`src/hdl/ctc_pkg.sv`:
```
// Package for the capture timestamp converter: fixed-point constants,
// field widths and the payload structs passed between pipeline sections.
// No dependencies.
`timescale 1ns / 1ps
`default_nettype none

package ctc_pkg;

    // Default width of the free-running capture counter
    localparam int CTC_COUNTER_BITS = 25;

    // Widths of the item fields
    localparam int CTC_WORD_BITS   = 32;
    localparam int CTC_SECS_BITS   = 32;
    localparam int CTC_SUB_BITS    = 27;
    localparam int CTC_NOW_BITS    = 25;
    localparam int CTC_US_BITS     = 32;

    // Ticks to microseconds: us = (ticks * TICK_MUL) >> TICK_SHIFT (about 0.853333)
    localparam int            CTC_TICK_SHIFT = 24;
    localparam logic [23:0]   CTC_TICK_MUL   = 24'd14316553;

    // Subsecond scale of the system clock
    localparam logic [6:0]               CTC_SUBSEC_PER_US = 7'd75;
    localparam logic [31:0]              CTC_US_PER_SEC    = 32'd1000000;
    localparam logic [CTC_SUB_BITS-1:0]  CTC_SUBSEC_PER_SEC = 27'd75000000;

    // Low microsecond bits that hold any offset below one second
    localparam int CTC_US_LOW_BITS = 20;

    // Divide by 75 as a reciprocal multiply: q = (x * DIV_MUL) >> DIV_SHIFT,
    // exact for every 27-bit x
    localparam int            CTC_DIV_SHIFT     = 34;
    localparam int            CTC_DIV_MUL_BITS  = 28;
    localparam logic [27:0]   CTC_DIV_MUL       = 28'd229064923;
    localparam int            CTC_DIV_PROD_BITS = CTC_SUB_BITS + CTC_DIV_MUL_BITS;
    localparam int            CTC_QUOT_BITS     = CTC_DIV_PROD_BITS - CTC_DIV_SHIFT;

    localparam logic [31:0]   CTC_ALL_ONES = 32'hFFFF_FFFF;

    // Snapshot of the system clock that travels with each capture item
    typedef struct packed {
        logic [CTC_SECS_BITS-1:0] secs;
        logic [CTC_SUB_BITS-1:0]  sub;
    } t_snap;

    // Scaled offset handed from the scaling section to the tail
    typedef struct packed {
        logic                    too_old;
        logic [CTC_SUB_BITS-1:0] subsec;
        t_snap                   snap;
    } t_scaled;

endpackage

`default_nettype wire

```
`src/hdl/ctc_scale.sv`:
```
// Scaling section: tick offset to microseconds, too-old check and
// microseconds to subseconds, two register stages. Depends on ctc_pkg.
`timescale 1ns / 1ps
`default_nettype none

module ctc_scale
    import ctc_pkg::*;
#(
    parameter int COUNTER_BITS = CTC_COUNTER_BITS
) (
    input  wire logic                    i_clk,
    input  wire logic                    i_rst_n,
    input  wire logic                    i_valid,
    output logic                         o_ready,
    input  wire logic [COUNTER_BITS-1:0] i_offset,
    input  wire t_snap                   i_snap,
    output logic                         o_valid,
    input  wire logic                    i_ready,
    output t_scaled                      o_scaled
);

    localparam int PROD_BITS = COUNTER_BITS + CTC_TICK_SHIFT;

    logic                     r_a_valid;
    logic [COUNTER_BITS-1:0]  r_a_us;
    t_snap                    r_a_snap;

    logic                     r_b_valid;
    t_scaled                  r_b;

    logic                     w_a_en;
    logic                     w_b_en;
    logic [PROD_BITS-1:0]     w_prod;
    logic [31:0]              w_us_ext;

    assign w_b_en  = !r_b_valid || i_ready;
    assign w_a_en  = !r_a_valid || w_b_en;
    assign o_ready = w_a_en;

    // Multiply by the fixed-point tick period and drop the fraction
    assign w_prod = PROD_BITS'(i_offset) * PROD_BITS'(CTC_TICK_MUL);

    always_ff @(posedge i_clk) begin
        if (!i_rst_n) begin
            r_a_valid <= 1'b0;
        end else if (w_a_en) begin
            r_a_valid <= i_valid;
        end
    end

    always_ff @(posedge i_clk) begin
        if (w_a_en) begin
            r_a_us   <= w_prod[PROD_BITS-1:CTC_TICK_SHIFT];
            r_a_snap <= i_snap;
        end
    end

    // Flag offsets of a second or more; scale the rest to subseconds
    assign w_us_ext = 32'(r_a_us);

    always_ff @(posedge i_clk) begin
        if (!i_rst_n) begin
            r_b_valid <= 1'b0;
        end else if (w_b_en) begin
            r_b_valid <= r_a_valid;
        end
    end

    always_ff @(posedge i_clk) begin
        if (w_b_en) begin
            r_b.too_old <= (w_us_ext >= CTC_US_PER_SEC);
            r_b.subsec  <= CTC_SUB_BITS'(w_us_ext[CTC_US_LOW_BITS-1:0])
                         * CTC_SUB_BITS'(CTC_SUBSEC_PER_US);
            r_b.snap    <= r_a_snap;
        end
    end

    assign o_valid  = r_b_valid;
    assign o_scaled = r_b;

endmodule

`default_nettype wire

```
`config.mk`:
```
export PLATFORM = sky130hd
export DESIGN_NAME = ctc_scale
export DESIGN_NICKNAME = d
export VERILOG_FILES = /design/src/hdl/ctc_pkg.sv /design/src/hdl/ctc_scale.sv
export SDC_FILE = /design/constraint.sdc
export NUM_CORES = 1
export LEC_CHECK = 0
export BUFFER_PORTS_ARGS = -buffer_cell sky130_fd_sc_hd__buf_2
export CORE_UTILIZATION = 55
export DETAILED_ROUTE_END_ITERATION = 6
export HOLD_SLACK_MARGIN = 0.05
export PLACE_DENSITY = 0.89
export SYNTH_ARGS = -nofsm -noshare
export SYNTH_HDL_FRONTEND = slang
export SYNTH_SLANG_ARGS = --single-unit
```
`constraint.sdc`:
```
create_clock -name i_clk -period 6.56 [get_ports i_clk]
set_input_delay 0.984 -clock i_clk [delete_from_list [all_inputs] [get_ports i_clk]]
set_output_delay 0.984 -clock i_clk [all_outputs]
set_load 0.01 [all_outputs]
```
==> key figures, run 1 <==
Clock tree
  – CTS root buf: clkbuf_16
  – Quantity of hold-fixing buffers added after cts: 0
  – Clock latency reported for the late side of the worst-skew pair: 0.42 ns
  – TritonCTS clock tree: built
  – Number of levels in the clock H-tree: 4
  – Clock input transition at the sequential cells of the worst setup and hold paths: about 0.070 ns
  – Clock sink count: roughly 170
  – Clock buffer count from CTS: 17
  – Maximum clock path buffer count: 2

Global routing
  – Overflow left after global routing: 0
  – Pin count of the biggest net entering global routing: 88
  – Via count of the first global-routing pass: 11,868
  – Overall Global Routing Usage: between 20% and 30%
  – Antenna violations before repair: 0
  – Global-route wire length before repair: ~59,000 µm

STA
  – Final worst path period share: 100%
  – Slew @ Worst Pin: about 1.1 ns
  – Fin crit period: 6.57 ns
  – Final setup fails: 2
  – Setup repair after global routing missed its margin: yes
  – Final Hold Violating Endpoints: 0
  – Smallest setup slack after layout: -0.0110 ns
  – Post-Route Skew: between 0.007 and 0.008 ns
  – Max-slew violations: 0
  – Max transition margin: a little over a quarter
  – Achievable Freq: 0.152 GHz

Run
  – # Max-Cap Violations: 0

Detailed routing
  – Wire per inst: around 18 µm
  – Vias after detailed routing: between 10,000 and 15,000
  – Iteration-0 DRC count of the detailed router: roughly 570
  – Via count normalized by instance count: 5.35
  – Aggregate routed wire length: 37,300 µm
  – Count of antenna-violating nets left after detailed routing: 0
  – Length of the first detailed-routing pass in iterations: 4
  – Final routed DRC violation total: 0

Outcome
  – Run status: complete, but fails checks
  – Failing checks: negative setup slack

Placed design
  – IO Port Bufs: between 150 and 200
  – GPL Wtd Cong: 0.970
  – HPWL after detailed placement: approximately 31,000 µm
  – Placed Instances: between 2,000 and 2,500

Yosys
  – Sequential share of the synthesized area: a little under a third
  – Total standard cell area after synthesis: between 0.015 and 0.02 mm²
  – Post-Synthesis Net Count: between 1,500 and 2,000
  – Unique cell type count in the Yosys netlist: 51
  – Per-instance average area after synthesis: approximately 12 µm²
  – Cell count after synthesis: about 1,400
  – Number of flip-flops and latches in the synthesized netlist: ~170
  – Warning count from the yosys run: 0
  – Top_reg_cell synth: edfxtp_1
  – Post-synthesis async set-or-reset flop share: 0%
  – EDFF count, synth: 171

Finish
  – Nets@finish: between 2,000 and 2,500
  – Synth-to-layout area growth: 18.7%
  – Ratio of cells with drive above 1 in the final layout: 22.7%
  – Final instance count without filler cells: about 2,100
  – Inserted Diodes: 0

Floorplan
  – Chip width: between 150 and 200 µm
  – Total Die Area: ~0.031 mm²
  – Starting Density: between 50% and 60%
  – Vertical die dimension: approximately 180 µm
  – Number of standard-cell rows in the floorplan: 63
  – Count of boundary I/O pins: 177
  – Core Region: between 0.02 and 0.03 mm²

Critical path
  – Crit-path most repeated cell: fa_1
  – Max incr delay on CP: between 0.5 and 0.6 ns
  – Type of destination of the critical path: register
  – Max FO, Critical Path: 5
  – Cell family with the largest share of critical-path delay: adder cells
  – Type of origin of the critical path: input port
  – Standard cell with the maximum stage delay on the critical path: fa_2
  – Critical path data required time: between 6 and 7 ns
  – Arrival time of data at the critical path endpoint: between 6 and 7 ns
  – Critical path class: in2reg
  – Number of buffers and inverters on the critical path: 8

Worst hold path
  – Path type of the worst min-delay path: reg2reg
-- worst paths after layout --
path         slack (ns)                      to             startpoint  cells after the start
max               -0.01    r_a_us[22]$_DFFE_PP_           i_offset[10]                     25
min                0.41   o_scaled[4]$_DFFE_PP_  r_a_snap[4]$_DFFE_PP_                      0
max reg2reg        1.83  o_scaled[81]$_DFFE_PP_    r_a_us[8]$_DFFE_PP_                     17
min reg2reg        0.41   o_scaled[4]$_DFFE_PP_  r_a_snap[4]$_DFFE_PP_                      0
-- stage by stage --
stage / utilization [%] / cell area (µm²) / setup slack (ns) / hold WS (ns) / TNS [ns]
2_1_floorplan: - / 16900 / -0.00466 / 0.400 / -0.00466
3_3_place_gp: 63.9 / 19100 / -0.290 / 0.400 / -2.43
3_5_place_dp: 63.9 / 19100 / -0.542 / 0.405 / -6.41
4_1_cts: 66.0 / 19700 / -0.0322 / 0.414 / -0.0322
5_1_grt: 66.8 / 20000 / -0.184 / 0.419 / -0.811
6_report: 66.8 / 20000 / -0.0110 / 0.412 / -0.0192
-- metal layers --
metal	up-vias	wire (µm)	GRT usage (%)
met3	82	2270	3.57
li1	5114	-	-
met5	-	0	0
met2	418	18800	43.4
met1	5518	15000	30.0
met4	0	1240	9.38
-- what timing repair did --
action | CTS | global route
setup endpoints to repair | 3 | 18
buffers inserted | 8 | 7
pin swaps | 21 | 33
resized for setup | 14 | 43
-- synth_stat cells (10+ instances only) --
master / count / area share, %
o21ai_0: 18 / 0.54
ha_1: 310 / 23
nand3_1: 10 / 0.30
nor2b_1: 11 / 0.41
fa_1: 222 / 26
nand2_1: 27 / 0.60
edfxtp_1: 171 / 31
xnor2_1: 35 / 1.8
xor2_1: 15 / 0.78
nor2_1: 15 / 0.33
a21o_1: 32 / 1.4
a21oi_1: 46 / 1.4
inv_1: 368 / 8.2
-- cell families after synthesis --
logic type / count (synthesis) / synth area share [%]
adders and majority gates: 532 / 49.5
buffers and inverters: 368 / 8.22
DFF: 173 / 30.8
AOI/OAI and AO/OA: 151 / 6.05
and+or+nand+nor: 95 / 2.85
xor gates and xnor gates: 50 / 2.60
-- registers in the layout (all words and copies together) (netlist names) --
name / cells
o_scaled: 87
o_valid: 1
r_a_snap: 59
r_a_us: 25
r_a_valid: 1
-- cells in the final DEF, fill, tap and decap left out, types with 8 or more instances in the layout --
master | netlist | layout
nand2_1 | 27 | 23
nor2_1 | 15 | 15
fa_1 | 222 | 215
ha_1 | 310 | 298
clkinvlp_4 | 0 | 8
inv_1 | 368 | 352
xor2_1 | 15 | 15
o21ai_0 | 18 | 12
nand4_1 | 9 | 9
a21oi_1 | 46 | 41
xnor2_1 | 35 | 35
clkbuf_16 | 0 | 17
o21a_1 | 8 | 8
edfxtp_1 | 171 | 171
ha_4 | 0 | 11
buf_2 | 0 | 174
nor2b_1 | 11 | 11
buf_4 | 0 | 111
a21o_1 | 32 | 32
inv_2 | 0 | 9
-- layout make-up --
cell class | instances | area (µm²)
multi-input cells | 828 | 10600
clock inverters | 13 | 109
well taps | 390 | 488
flip-flops and latches | 173 | 5170
fillers | 1993 | 9920
inverters | 368 | 1400
repair buffers | 290 | 1780
clock buffers | 18 | 429
Power of run 1 is not shown: default switching activity piles up to over one toggle a cycle in this logic, so the estimate is an artifact.
==> run 2, diff against run 1 <==
Settings changed: BUFFER_PORTS_ARGS -buffer_cell sky130_fd_sc_hd__buf_2 to not set, CORE_UTILIZATION 55 to 60, DONT_BUFFER_PORTS set to 1, PLACE_DENSITY 0.89 to 0.9.
==> run 2 against run 1 <==
  * The run now ends clean
  * Register-to-register slack about the same
  * Sequential share of layout area increased by 2.2 points
  * Design area decreased by 7.8%
==> key figures, run 2 (synthesis gave the netlist of run 1 again) <==
STA
  – Max-slew violations: 0 (unchanged)
  – Achievable Freq: 0.153 GHz (was 0.152 GHz)
  – Max transition margin: 29.5% (was 26.8%)
  – Final setup fails: 0 (was 2)
  – Fin crit period: 6.52 ns (was 6.57 ns)
  – Slew @ Worst Pin: 1.06 ns (was 1.10 ns)
  – Setup repair after global routing missed its margin: yes (unchanged)
  – Final Hold Violating Endpoints: 0 (unchanged)
  – Post-Route Skew: 0.0144 ns (was 0.00780 ns)
  – Final worst path period share: 99.5% (was 100%)

Finish
  – Synth-to-layout area growth: 9.38% (was 18.7%)
  – Flip-flop count of the largest register after layout: 87 (unchanged)
  – Filler cells: 1,835 (was 1,993)
  – Most frequent cells in the layout: 360 x inv_1, 304 x ha_1, 221 x fa_1 (was 352 x inv_1, 298 x ha_1, 215 x fa_1)
  – Ratio of cells with drive above 1 in the final layout: 7.66% (was 22.7%)
  – Utilization after layout: 67.5% (was 66.8%)
  – Most common cell after layout, fill and taps aside: inv_1 (unchanged)
  – Inserted Diodes: 0 (unchanged)
  – Nets@finish: 2,056 (was 2,298)

Critical path
  – Type of destination of the critical path: register (unchanged)
  – Critical path class: in2reg (unchanged)
  – Type of origin of the critical path: input port (unchanged)
  – Max FO, Critical Path: 7 (was 5)
  – Critical path data required time: 6.73 ns (was 6.74 ns)
  – Arrival time of data at the critical path endpoint: 6.69 ns (was 6.75 ns)

Floorplan
  – Count of boundary I/O pins: 177 (unchanged)
  – Total Die Area: 0.0287 mm² (was 0.0313 mm²)
  – Starting Density: 61.7% (was 56.3%)
  – Core Region: 0.0273 mm² (was 0.0299 mm²)
  – Number of standard-cell rows in the floorplan: 60 (was 63)
  – Chip width: 169 µm (was 177 µm)
  – Vertical die dimension: 169 µm (was 177 µm)

Outcome
  – Run status: completed (was complete, but fails checks)

Clock tree
  – Maximum clock path buffer count: 2 (unchanged)
  – Clock input transition at the sequential cells of the worst setup and hold paths: 0.07 ns (about the same)
  – Number of levels in the clock H-tree: 4 (unchanged)
  – Clock buffer count from CTS: 17 (unchanged)
  – Clock latency reported for the late side of the worst-skew pair: 0.42 ns (about the same)
  – Clock sink count: 173 (unchanged)
  – CTS root buf: clkbuf_16 (unchanged)
  – TritonCTS clock tree: built (unchanged)

Worst hold path
  – Path type of the worst min-delay path: reg2reg (unchanged)

Detailed routing
  – Count of antenna-violating nets left after detailed routing: 0 (unchanged)
  – Met2 Routed Length: 17,400 µm (was 18,800 µm)
  – Met1 wire length: 14,100 µm (was 15,000 µm)
  – Top layer in use: met4 (unchanged)
  – Iteration-0 DRC count of the detailed router: 565 (was 566)
  – Via count normalized by instance count: 5.42 (was 5.35)
  – Length of the first detailed-routing pass in iterations: 4 (unchanged)
  – Vias after detailed routing: 9,865 (was 11,132)
  – Aggregate routed wire length: 34,500 µm (was 37,300 µm)
  – Wire per inst: 18.9 µm (was 17.9 µm)
  – Final routed DRC violation total: 0 (unchanged)
  – DR WL met3: 2190 µm (was 2270 µm)

Placed design
  – HPWL after detailed placement: 28,700 µm (was 30,900 µm)
  – IO Port Bufs: 0 (was 176)
  – GPL Wtd Cong: 0.922 (was 0.970)

Global routing
  – Global-route wire length before repair: 55,100 µm (was 59,100 µm)
  – Antenna violations before repair: 0 (unchanged)
  – Pin count of the biggest net entering global routing: 88 (unchanged)
  – Via count of the first global-routing pass: 10,784 (was 11,868)
  – Overall Global Routing Usage: 25.1% (was 24.5%)
  – Overflow left after global routing: 0 (unchanged)

Run
  – # Max-Cap Violations: 0 (unchanged)
run 2: per-layer routing:
metal | GRT usage, % | vias to the layer above
li1 | - | 4624
met1 | 30.2 | 4864
met2 | 44.8 | 326
met3 | 5.83 | 51
met4 | 7.56 | 0
met5 | 0 | -
run 2: path summary, 6_finish.rpt:
kind,from,endpoint,slack [ns],depth (start not counted)
max,i_offset[12],r_a_us[18]$_DFFE_PP_,0.04,24
min,r_a_snap[25]$_DFFE_PP_,o_scaled[25]$_DFFE_PP_,0.42,0
max reg2reg,r_a_us[8]$_DFFE_PP_,o_scaled[81]$_DFFE_PP_,1.83,17
min reg2reg,r_a_snap[25]$_DFFE_PP_,o_scaled[25]$_DFFE_PP_,0.42,0
run 2: through the flow:
| step | hold slack (ns) | setup slack [ns] | cell area, µm² | setup TNS, ns | instances |
|---|---|---|---|---|---|
| after CTS | 0.414 | 0.118 | 18300 | 0 | 1818 |
| after global routing | 0.419 | -0.153 | 18400 | -0.436 | 1821 |
| after detailed placement | 0.405 | -0.321 | 17700 | -2.19 | 1786 |
| after floorplan | 0.400 | -0.00466 | 16900 | -0.00466 | 1369 |
| final | 0.415 | 0.0353 | 18400 | 0 | 1821 |
| after global placement | 0.401 | -0.173 | 17700 | -0.883 | 1786 |
run 2: worst max-delay path, cell delays in order:
cell,delay [ns]
inv_1,0.09
fa_1,0.59
fa_1,0.44
fa_1,0.51
inv_1,0.05
fa_1,0.55
fa_1,0.43
fa_1,0.51
inv_1,0.06
fa_1,0.53
inv_1,0.07
ha_4,0.24
a21o_1,0.17
a21oi_1,0.16
o21ai_0,0.09
o21ai_1,0.14
and3b_1,0.22
a21oi_2,0.08
a21oi_2,0.21
buf_4,0.14
buf_4,0.09
inv_1,0.03
a21oi_1,0.19
xnor2_1,0.09
run 2: timing repair:
item / CTS / global route
buffers inserted: 0 / 3
hold buffers: 0 / 0
resized for setup: 0 / 10
endpoints found under the setup margin: 0 / 7
run 2: cell type report:
cell class	instances	area, µm²	share of cell area [%]
clock buffers	18	429	2.33
clock inverters	14	150	0.816
inverters	368	1400	7.62
multi-input cells	828	10400	56.6
flip-flops and latches	173	5170	28.1
well taps	372	465	2.53
repair buffers	48	360	1.96
Power of run 2 is left out for the same reason.
